### src/hdl/ist_pkg.sv
// shared constants and codes for the integer set table
package ist_pkg;

   localparam int OPCODE_W  = 2;
   localparam int ELEMENT_W = 32;
   localparam int SIZE_W    = 5;

   // request tdata: opcode, element, zero padding to whole bytes
   localparam int REQ_DATA_W = 40;
   // response tdata: was_present, status, set_size, zero padding
   localparam int RSP_DATA_W = 8;

   localparam logic [OPCODE_W-1:0] OP_INSERT = 2'd0;
   localparam logic [OPCODE_W-1:0] OP_REMOVE = 2'd1;
   localparam logic [OPCODE_W-1:0] OP_QUERY  = 2'd2;

   typedef logic [OPCODE_W-1:0]  opcode_type;
   typedef logic [ELEMENT_W-1:0] element_type;

endpackage

### src/hdl/ist_slot_ram.sv
// slot memory: one write port, one registered read port
module ist_slot_ram #(
   parameter int DEPTH  = 16,
   parameter int WORD_W = 33
) (
   input  logic                     clock,
   input  logic                     wr_en,
   input  logic [$clog2(DEPTH)-1:0] wr_addr,
   input  logic [WORD_W-1:0]        wr_data,
   input  logic [$clog2(DEPTH)-1:0] rd_addr,
   output logic [WORD_W-1:0]        rd_data
);

   logic [WORD_W-1:0] mem [DEPTH];
   logic [WORD_W-1:0] rd_data_ff;

   always_ff @(posedge clock) begin
      if (wr_en) begin
         mem[wr_addr] <= wr_data;
      end
      rd_data_ff <= mem[rd_addr];
   end

   assign rd_data = rd_data_ff;

endmodule

### src/hdl/integer_set_table_top.sv
// integer set table: top level with scan sequencer and response register
//
// Keeps a set of distinct 32-bit integers in a memory of CAPACITY slots.
// Request channel (req_*): opcode and element; insert, remove or query.
// Response channel (rsp_*): one response per request with was_present,
// status (1 = insert refused, table full) and the set size afterwards.
// Each request scans every slot of the memory, one read per cycle on its
// single read port, then goes through a state for the last read word
// (ST_LAST) and a write-back state (ST_COMMIT); the response register is
// loaded at write-back. A new request is taken only after the write-back,
// once the block is back in its idle state.
// Only one request is in progress at a time.
// After reset the block clears the memory, one slot per cycle, with
// req_tready low until every slot is cleared; the set is then empty.
// The response sits in an output register, so the next request is accepted
// and scanned while the previous response still waits; if the receiver
// stalls longer, the block holds at write-back until the register frees.
module integer_set_table_top #(
   parameter int CAPACITY = 16
) (
   input  logic                           clock,
   input  logic                           reset,
   input  logic                           req_tvalid,
   output logic                           req_tready,
   // [1:0] opcode, [33:2] element, [39:34] zero
   input  logic [ist_pkg::REQ_DATA_W-1:0] req_tdata,
   output logic                           rsp_tvalid,
   input  logic                           rsp_tready,
   // [0] was_present, [1] status, [6:2] set_size, [7] zero
   output logic [ist_pkg::RSP_DATA_W-1:0] rsp_tdata
);

   localparam int IDX_W  = $clog2(CAPACITY);
   localparam int CNT_W  = $clog2(CAPACITY + 1);
   localparam int WORD_W = ist_pkg::ELEMENT_W + 1;
   localparam logic [IDX_W-1:0] LAST_IDX = IDX_W'(CAPACITY - 1);

   localparam logic [2:0] ST_CLEAR  = 3'd0;
   localparam logic [2:0] ST_IDLE   = 3'd1;
   localparam logic [2:0] ST_SCAN   = 3'd2;
   localparam logic [2:0] ST_LAST   = 3'd3;
   localparam logic [2:0] ST_COMMIT = 3'd4;

   logic [2:0]                state_ff, state_in;
   logic [IDX_W-1:0]          addr_ff, addr_in;
   logic                      rd_pend_ff;
   logic [IDX_W-1:0]          rd_idx_ff;
   ist_pkg::opcode_type       op_ff;
   ist_pkg::element_type      elem_ff;
   logic                      hit_ff, hit_in;
   logic [IDX_W-1:0]          hit_idx_ff, hit_idx_in;
   logic                      free_ff, free_in;
   logic [IDX_W-1:0]          free_idx_ff, free_idx_in;
   logic [CNT_W-1:0]          count_ff, count_in;
   logic                      rsp_valid_ff, rsp_valid_in;
   logic [ist_pkg::RSP_DATA_W-1:0] rsp_data_ff;

   logic                      req_fire;
   logic [WORD_W-1:0]         rd_word;
   logic                      slot_live, match, empty;
   logic                      commit_go, do_ins, do_rem, full_refuse;
   logic                      wr_en;
   logic [IDX_W-1:0]          wr_addr;
   logic [WORD_W-1:0]         wr_data;
   logic [CNT_W+ist_pkg::SIZE_W-1:0] count_ext;

   assign req_tready = (state_ff == ST_IDLE);
   assign req_fire   = req_tvalid && req_tready;

   ist_slot_ram #(
      .DEPTH  (CAPACITY),
      .WORD_W (WORD_W)
   ) u_ram (
      .clock   (clock),
      .wr_en   (wr_en),
      .wr_addr (wr_addr),
      .wr_data (wr_data),
      .rd_addr (addr_ff),
      .rd_data (rd_word)
   );

   // compare the word that came back from the previous read
   assign slot_live = rd_word[WORD_W-1];
   assign match = rd_pend_ff && slot_live &&
                  (rd_word[ist_pkg::ELEMENT_W-1:0] == elem_ff);
   assign empty = rd_pend_ff && !slot_live;

   always_comb begin
      hit_in      = hit_ff || match;
      hit_idx_in  = match ? rd_idx_ff : hit_idx_ff;
      free_in     = free_ff || empty;
      free_idx_in = (empty && !free_ff) ? rd_idx_ff : free_idx_ff;
      if (req_fire) begin
         hit_in  = 1'b0;
         free_in = 1'b0;
      end
   end

   assign commit_go   = (state_ff == ST_COMMIT) && (!rsp_valid_ff || rsp_tready);
   assign do_ins      = (op_ff == ist_pkg::OP_INSERT) && !hit_ff && free_ff;
   assign do_rem      = (op_ff == ist_pkg::OP_REMOVE) && hit_ff;
   assign full_refuse = (op_ff == ist_pkg::OP_INSERT) && !hit_ff && !free_ff;

   always_comb begin
      wr_en   = 1'b0;
      wr_addr = addr_ff;
      wr_data = '0;
      if (state_ff == ST_CLEAR) begin
         wr_en = 1'b1;
      end else if (commit_go && (do_ins || do_rem)) begin
         wr_en   = 1'b1;
         wr_addr = do_ins ? free_idx_ff : hit_idx_ff;
         wr_data = {do_ins, elem_ff};
      end
   end

   always_comb begin
      count_in = count_ff;
      if (commit_go && do_ins) begin
         count_in = count_ff + CNT_W'(1);
      end else if (commit_go && do_rem) begin
         count_in = count_ff - CNT_W'(1);
      end
   end

   assign count_ext = {{ist_pkg::SIZE_W{1'b0}}, count_in};

   always_comb begin
      state_in = state_ff;
      addr_in  = addr_ff;
      unique case (state_ff)
         ST_CLEAR: begin
            addr_in = addr_ff + IDX_W'(1);
            if (addr_ff == LAST_IDX) begin
               addr_in  = '0;
               state_in = ST_IDLE;
            end
         end
         ST_IDLE: begin
            if (req_fire) begin
               state_in = ST_SCAN;
            end
         end
         ST_SCAN: begin
            addr_in = addr_ff + IDX_W'(1);
            if (addr_ff == LAST_IDX) begin
               addr_in  = '0;
               state_in = ST_LAST;
            end
         end
         ST_LAST: begin
            state_in = ST_COMMIT;
         end
         ST_COMMIT: begin
            if (commit_go) begin
               state_in = ST_IDLE;
            end
         end
         default: begin
            state_in = ST_CLEAR;
            addr_in  = '0;
         end
      endcase
   end

   always_comb begin
      rsp_valid_in = rsp_valid_ff;
      if (commit_go) begin
         rsp_valid_in = 1'b1;
      end else if (rsp_tready) begin
         rsp_valid_in = 1'b0;
      end
   end

   always_ff @(posedge clock) begin
      if (reset) begin
         state_ff     <= ST_CLEAR;
         addr_ff      <= '0;
         rd_pend_ff   <= 1'b0;
         hit_ff       <= 1'b0;
         free_ff      <= 1'b0;
         count_ff     <= '0;
         rsp_valid_ff <= 1'b0;
      end else begin
         state_ff     <= state_in;
         addr_ff      <= addr_in;
         rd_pend_ff   <= (state_ff == ST_SCAN);
         hit_ff       <= hit_in;
         free_ff      <= free_in;
         count_ff     <= count_in;
         rsp_valid_ff <= rsp_valid_in;
      end
   end

   always_ff @(posedge clock) begin
      rd_idx_ff   <= addr_ff;
      hit_idx_ff  <= hit_idx_in;
      free_idx_ff <= free_idx_in;
      if (req_fire) begin
         op_ff   <= req_tdata[ist_pkg::OPCODE_W-1:0];
         elem_ff <= req_tdata[ist_pkg::OPCODE_W +: ist_pkg::ELEMENT_W];
      end
      if (commit_go) begin
         rsp_data_ff <= {1'b0, count_ext[ist_pkg::SIZE_W-1:0], full_refuse, hit_ff};
      end
   end

   assign rsp_tvalid = rsp_valid_ff;
   assign rsp_tdata  = rsp_data_ff;

endmodule

### config.mk
export PLATFORM = sky130hd
export DESIGN_NAME = integer_set_table_top
export DESIGN_NICKNAME = d
export VERILOG_FILES = /design/src/hdl/ist_pkg.sv /design/src/hdl/ist_slot_ram.sv /design/src/hdl/integer_set_table_top.sv
export SDC_FILE = /design/constraint.sdc
export NUM_CORES = 1
export LEC_CHECK = 0
export BUFFER_PORTS_ARGS = -buffer_cell sky130_fd_sc_hd__buf_4
export CORE_MARGIN = 10
export CORE_UTILIZATION = 35
export CTS_CLUSTER_DIAMETER = 30
export DETAILED_ROUTE_END_ITERATION = 8
export GPL_TIMING_DRIVEN = 0
export SLEW_MARGIN = 40
export SYNTH_ARGS = -nofsm -noshare
export SYNTH_HDL_FRONTEND = slang
export SYNTH_HIERARCHICAL = 1
export SYNTH_SLANG_ARGS = --single-unit
### constraint.sdc
create_clock -name clock -period 17.5 [get_ports clock]
set_input_delay 4.375 -clock clock [delete_from_list [all_inputs] [get_ports clock]]
set_output_delay 4.375 -clock clock [all_outputs]
set_load 0.05 [all_outputs]
==> run summary, run 1 <==
Syn Area/Cell: 21.3 µm²
mux share of post-synthesis cell area: 0.130
Yosys warning total: 6
outcome: finished, final reports clean
n_diodes: 0
Flop pwr share: 0.403
Root Driver: clkbuf_16
final period utilization: 0.407
max-cap viol count: 0
layout cell share with drive strength beyond 1: 0.331
RSZ-0062 raised after global routing: false
WL final: 56.0 mm
largest net degree at the start of global routing: 20
Yosys cell types: 53
Cells on Worst Hold Path: 0
CTS clk-pin slew, worst paths: 0.05 ns
antenna violations before repair: 2
CTS max path bufs: 3
setup violators final: 0
hold bufs inserted after CTS: 0
sw frac: 0.212
clk_lat worst skew: 0.66 ns
internal power: 3.29 mW
slowest cell on the critical path: a21oi_1
clock skew: 0.0212 ns
Syn Inst Count: 1116
area delta synth->final: 27.0%
Final Hold Vio Count: 0
register area share after synthesis: 0.774
Area contributors post-synth: edfxtp_1 73%, mux4_2 11%, dfxtp_1 4.5%
crit path kind: in2reg
die area: 78700 µm²
Via Count: 11800
CP cell instances: buf_4, or2b_2, nand2_2, nor2_4, buf_2, nor2_1, a21oi_1, nand2_1, nor2_4, buf_8, buf_16, buf_8
DR vias/cell: 5.10
Final Max Tran Viols: 0
Synth top area share: 0.729
Worst Tran Pin Value: 0.846 ns
FILL cells: 5650
top-count cell post-synth: edfxtp_1
Core Rows: 95
syn_nets: 1163
Finished Layout Cells: 2315
RePlAce Congestion: 0.733
Post-synth top flop: edfxtp_1
grt ovf: 0
die height: 281 µm
IO Count: 54
cts bufs inserted: 117
core area: 67300 µm²
Residual DRC: 0
WP data arrival: 7.49 ns
Fin Hold WS: 0.425 ns
H-tree level count: 3
post-synthesis compound-gate area fraction: 0.0278
clk sinks: 630
placed instance count: 2091
Crit. End Element: flop
EDFF count, synth: 577
Slew HR: 0.436
Hold WC Path Type: reg2reg
CTS tree: yes
HPWL after DPL: 36.4 mm
Clk network pwr share: 0.552
Synth area leader: edfxtp_1
Synth top cells by count: 577 x edfxtp_1, 113 x mux4_2, 69 x a22oi_1, 53 x dfxtp_1, 39 x nand2_1
post-CTS setup buffer count: 0
Layout Nets: 1385
crit path launch type: input port
XOR/XNOR Fraction of Synth Area: 0.0136
fin crit period: 7.12 ns
Leak: 11.1 nW
Routed WL per cell: 24.2 µm
VDD IR-drop max: 0.0000844 V
vias in the first global route: 12400
Psw: 0.884 mW
PostCTS Resize Cnt: 0
Fmax: 140 MHz
worst endpoint required time: 17.87 ns
global-route usage over all layers: 0.143
FF-to-FF path depth: 12
CP peak stage delay: 0.57 ns
Final TNS setup: 0 ns
Async SR Flop Fraction: 0
PwrDens: 138 nW/µm²
post-synthesis cell area: 23800 µm²
main combinational cell family by area after synthesis: multiplexers
drt pass-1 iters: 7
Yosys reg bits: 630
Initial DRC Count: 1041
Port Buffers: 46
DIE WIDTH: 281 µm
Detail Route Antenna Nets: 0
first-pass GRT wire length: 82.2 mm
Gate power share: 0.045
Post-Synth Adder-Cell Area: 0.00158
crit-path max FO: 11
simple-gate share of the synthesized area: 0.0361
initial core utilization: 0.353
## registers in the layout, indices dropped and copies added (netlist names)
name           count
u_ram/rd_data     33
rd_pend_ff         1
hit_ff             1
u_ram/mem        528
free_idx_ff        4
rd_idx_ff          4
free_ff            1
rsp_tdata          7
rsp_tvalid         1
op_ff              2
elem_ff           32
count_ff           5
state_ff           3
addr_ff            4
hit_idx_ff         4
## power by group through the flow
stage | registers, mW | clock network [mW] | logic (mW)
after floorplan | 1.71 | 0 | 0.112
after global placement | 1.71 | 0 | 0.176
after detailed placement | 1.71 | 0 | 0.191
after CTS | 1.68 | 2.34 | 0.192
after global routing | 1.68 | 2.42 | 0.200
final | 1.68 | 2.30 | 0.190
## final timing paths
check	slack, ns	to	startpoint
min	0.43	rd_idx_ff[1]$_DFF_P_	addr_ff[1]$_SDFFE_PP0N_
max reg2reg	13.48	u_ram/mem[11][10]$_DFFE_PP_	op_ff[1]$_DFFE_PP_
max	10.38	u_ram/mem[11][10]$_DFFE_PP_	rsp_tready
min reg2reg	0.43	rd_idx_ff[1]$_DFF_P_	addr_ff[1]$_SDFFE_PP0N_
## layout make-up
class,count,area [µm²],share of cell area
sequential,630,18400,0.609
multi-input combinational,427,5090,0.169
clock buffer,137,3080,0.102
tap,873,1090,0.0362
clock inverter,86,1070,0.0354
timing repair buffer,103,1070,0.0354
buffer,55,380,0.0126
inverter,4,15.0,0.000498
## per-stage QoR
step	power (mW)	setup slack [ns]	utilization	cell area (µm²)
finish	4.17	10.38	0.449	30200
global route	4.30	10.23	0.449	30200
CTS	4.22	10.42	0.448	30200
detailed placement	1.90	9.72	0.387	26000
global placement	1.89	5.65	0.374	25200
floorplan	1.82	9.01	-	23800
## cell families (layout without fill, tap and decap cells)
group | after synthesis | count (layout)
compound gates | 89 | 89
xor+xnor | 36 | 36
fa+ha+maj | 3 | 3
buf+inv | 59 | 385
flops | 630 | 630
mux | 137 | 137
other cells | 1 | 1
simple gates | 161 | 161
## critical path, delay by kind of cell
family / cells / cell delay [ns]
AOI/OAI and AO/OA: 1 / 0.57
and+or+nand+nor: 6 / 1.54
buffers and inverters: 5 / 0.95
## routing by layer
layer,wire length (µm),GRT usage,vias up
met5,10,0,-
met4,1600,0.0500,2
met3,3820,0.0353,114
met2,27600,0.233,447
met1,23000,0.182,6152
li1,-,-,5102
## layout by cell type (no fill, tap or decap), drive strengths merged, types with 3 or more instances in the layout
cell / instances
mux2i: 5
nor4: 6
xnor2: 17
nand2: 40
xor2: 19
nand2b: 4
bufinv: 19
edfxtp: 577
nor2b: 9
nand4: 6
inv: 9
nor3: 7
ha: 3
clkinvlp: 22
buf: 131
nand3b: 3
clkinv: 40
a21oi: 11
dfxtp: 53
a22oi: 69
clkbuf: 164
nand3: 5
nor2: 35
mux4: 132
and2: 33
Power figures use the tool's default switching activity.
==> run 2: changes to the inputs <==
--- a/config.mk
+++ b/config.mk
@@ -5,6 +5,7 @@
 export SDC_FILE = /design/constraint.sdc
 export NUM_CORES = 1
 export LEC_CHECK = 0
+export ABC_AREA = 1
 export BUFFER_PORTS_ARGS = -buffer_cell sky130_fd_sc_hd__buf_4
 export CORE_MARGIN = 10
 export CORE_UTILIZATION = 35
==> constraint.sdc (replaced) <==
create_clock -name clock -period 6.1 [get_ports clock]
set_input_delay 1.525 -clock clock [delete_from_list [all_inputs] [get_ports clock]]
set_output_delay 1.525 -clock clock [all_outputs]
set_load 0.05 [all_outputs]
==> run summary, run 2 <==
Core Rows: 101
vias in the first global route: 17900
global-route usage over all layers: 0.182
Initial DRC Count: 2534
FILL cells: 6940
Reg with most FFs: u_ram/mem
DIE WIDTH: 297 µm
Final Max Tran Viols: 0
Port Buffers: 46
CP cell instances: buf_4, nor2_1, nor2_4, inv_8, nor2_8, nor2_8, clkinv_4, nor2_1, a31oi_1, nand3_1, nor2_4, buf_8, buf_16
syn_nets: 2689
slowest cell on the critical path: nor2_4
RePlAce Congestion: 0.913
XOR/XNOR Fraction of Synth Area: 0.00353
max reg flops: 528
Layout Nets: 2898
Post-Synth Adder-Cell Area: 0.00140
clock skew: 0.0493 ns
DR vias/cell: 4.83
RSZ-0062 raised after global routing: false
Final Hold Vio Count: 0
Crit. End Element: flop
WL final: 82.8 mm
Hold WC Path Type: reg2reg
Residual DRC: 0
Detail Route Antenna Nets: 0
post-CTS setup buffer count: 0
Via Count: 19300
first-pass GRT wire length: 119 mm
hold bufs inserted after CTS: 0
outcome: finished, final reports clean
die height: 297 µm
worst endpoint required time: 6.49 ns
antenna violations before repair: 1
Yosys cell types: 38
register area share after synthesis: 0.683
initial core utilization: 0.354
mux share of post-synthesis cell area: 0
CP peak stage delay: 0.57 ns
post-synthesis cell area: 26900 µm²
number of buffers and inverters on the critical path: 5
Fmax: 239 MHz
commonest non-fill, non-tap cells in the layout: 818 x nand2_1, 577 x edfxtp_1, 488 x inv_1
VDD IR-drop max: 0.000251 V
Area contributors post-synth: edfxtp_1 64%, nand2_1 11%, nand3_1 7.6%
H-tree level count: 3
drt pass-1 iters: 8
simple-gate share of the synthesized area: 0.214
CTS max path bufs: 3
crit path kind: in2reg
grt ovf: 0
post-synthesis compound-gate area fraction: 0.00725
Post-synth top flop: edfxtp_1
Synth top area share: 0.644
die area: 88400 µm²
EDFF count, synth: 577
PostCTS Resize Cnt: 0
Synth area leader: edfxtp_1
WP data arrival: 4.57 ns
n_diodes: 0
core area: 76100 µm²
Yosys reg bits: 630
HPWL after DPL: 55.2 mm
final period utilization: 0.686
Top delay family on crit path: simple AND/OR/NAND/NOR gates
Worst Tran Pin Value: 0.935 ns
fin crit period: 4.18 ns
largest net degree at the start of global routing: 23
layout cell share with drive strength beyond 1: 0.153
clk sinks: 630
cts bufs inserted: 120
Syn Inst Count: 2642
max-cap viol count: 0
Total Power: 12.3 mW
Routed WL per cell: 20.8 µm
main combinational cell family by area after synthesis: simple AND/OR/NAND/NOR gates
Syn Area/Cell: 10.2 µm²
Root Driver: clkbuf_16
CTS clk-pin slew, worst paths: 0.05 ns
top-count cell post-synth: nand2_1
CTS tree: yes
crit-path max FO: 22
PwrDens: 365 nW/µm²
crit path launch type: input port
Slew HR: 0.377
Leak: 14.5 nW
Async SR Flop Fraction: 0
Synth top cells by count: 818 x nand2_1, 577 x edfxtp_1, 488 x inv_1, 409 x nand3_1, 100 x nor2_1
worst reg-to-reg setup slack: 2.34 ns
setup violators final: 0
IO Count: 54
fin util: 0.444
leading cell type in the layout, fill and taps excluded: nand2_1
area delta synth->final: 25.6%
clk_lat worst skew: 0.70 ns
Yosys warning total: 6
-- run 2: layout make-up --
class,count,area (µm²),share of cell area
flip-flops and latches,630,18400,0.544
multi-input cells,1406,6290,0.186
clock buffers,140,3130,0.0925
inverters,493,1860,0.0551
well taps,1030,1290,0.0381
repair buffers,87,1270,0.0377
clock inverters,87,985,0.0291
plain buffers,113,586,0.0173
-- run 2: layer usage --
metal  track usage  vias to the layer above  share of wire
met5             0                        -              0
met4        0.0537                        0          0.027
met3        0.0457                      166           0.11
met2         0.282                      989           0.44
met1         0.249                     9158           0.42
li1              -                     8947              -
-- run 2: kinds of logic (layout without fill, tap and decap cells) --
family	Yosys count	in the layout
and+or+nand+nor	1358	1358
xor gates and xnor gates	10	10
DFF	630	630
buffers and inverters	606	920
other	1	1
AOI/OAI and AO/OA	34	34
adders and majority gates	3	3
-- run 2: report_power, final --
group          switching (mW)  internal [mW]  total, mW  leakage, nW
registers              0.0490           4.80       4.85         6.15
logic                   0.654          0.269      0.923         6.37
clock network            2.28           4.27       6.55         1.97
total                    2.98           9.34       12.3         14.5
-- run 2: worst paths after layout --
| kind | startpoint | end | cells after the start |
|---|---|---|---|
| max | rsp_tready | u_ram/mem[14][1]$_DFFE_PP_ | 13 |
| min | rd_idx_ff[2]$_DFF_P_ | hit_idx_ff[2]$_DFFE_PP_ | 0 |
| max reg2reg | state_ff[1]$_SDFFE_PP0P_ | u_ram/mem[14][1]$_DFFE_PP_ | 13 |
| min reg2reg | rd_idx_ff[2]$_DFF_P_ | hit_idx_ff[2]$_DFFE_PP_ | 0 |
-- run 2: metrics by stage --
step           worst slack, ns  cell area [µm²]  TNS (ns)  hold slack (ns)  instances
2_1_floorplan             1.52            26900         0            0.383       2642
3_3_place_gp             -1.23            28500   -481.91            0.405       3718
3_5_place_dp              1.27            29700         0            0.413       3759
4_1_cts                   1.94            33800         0            0.422       3986
5_1_grt                   1.76            33800         0            0.432       3986
6_report                  1.92            33800         0            0.418       3986
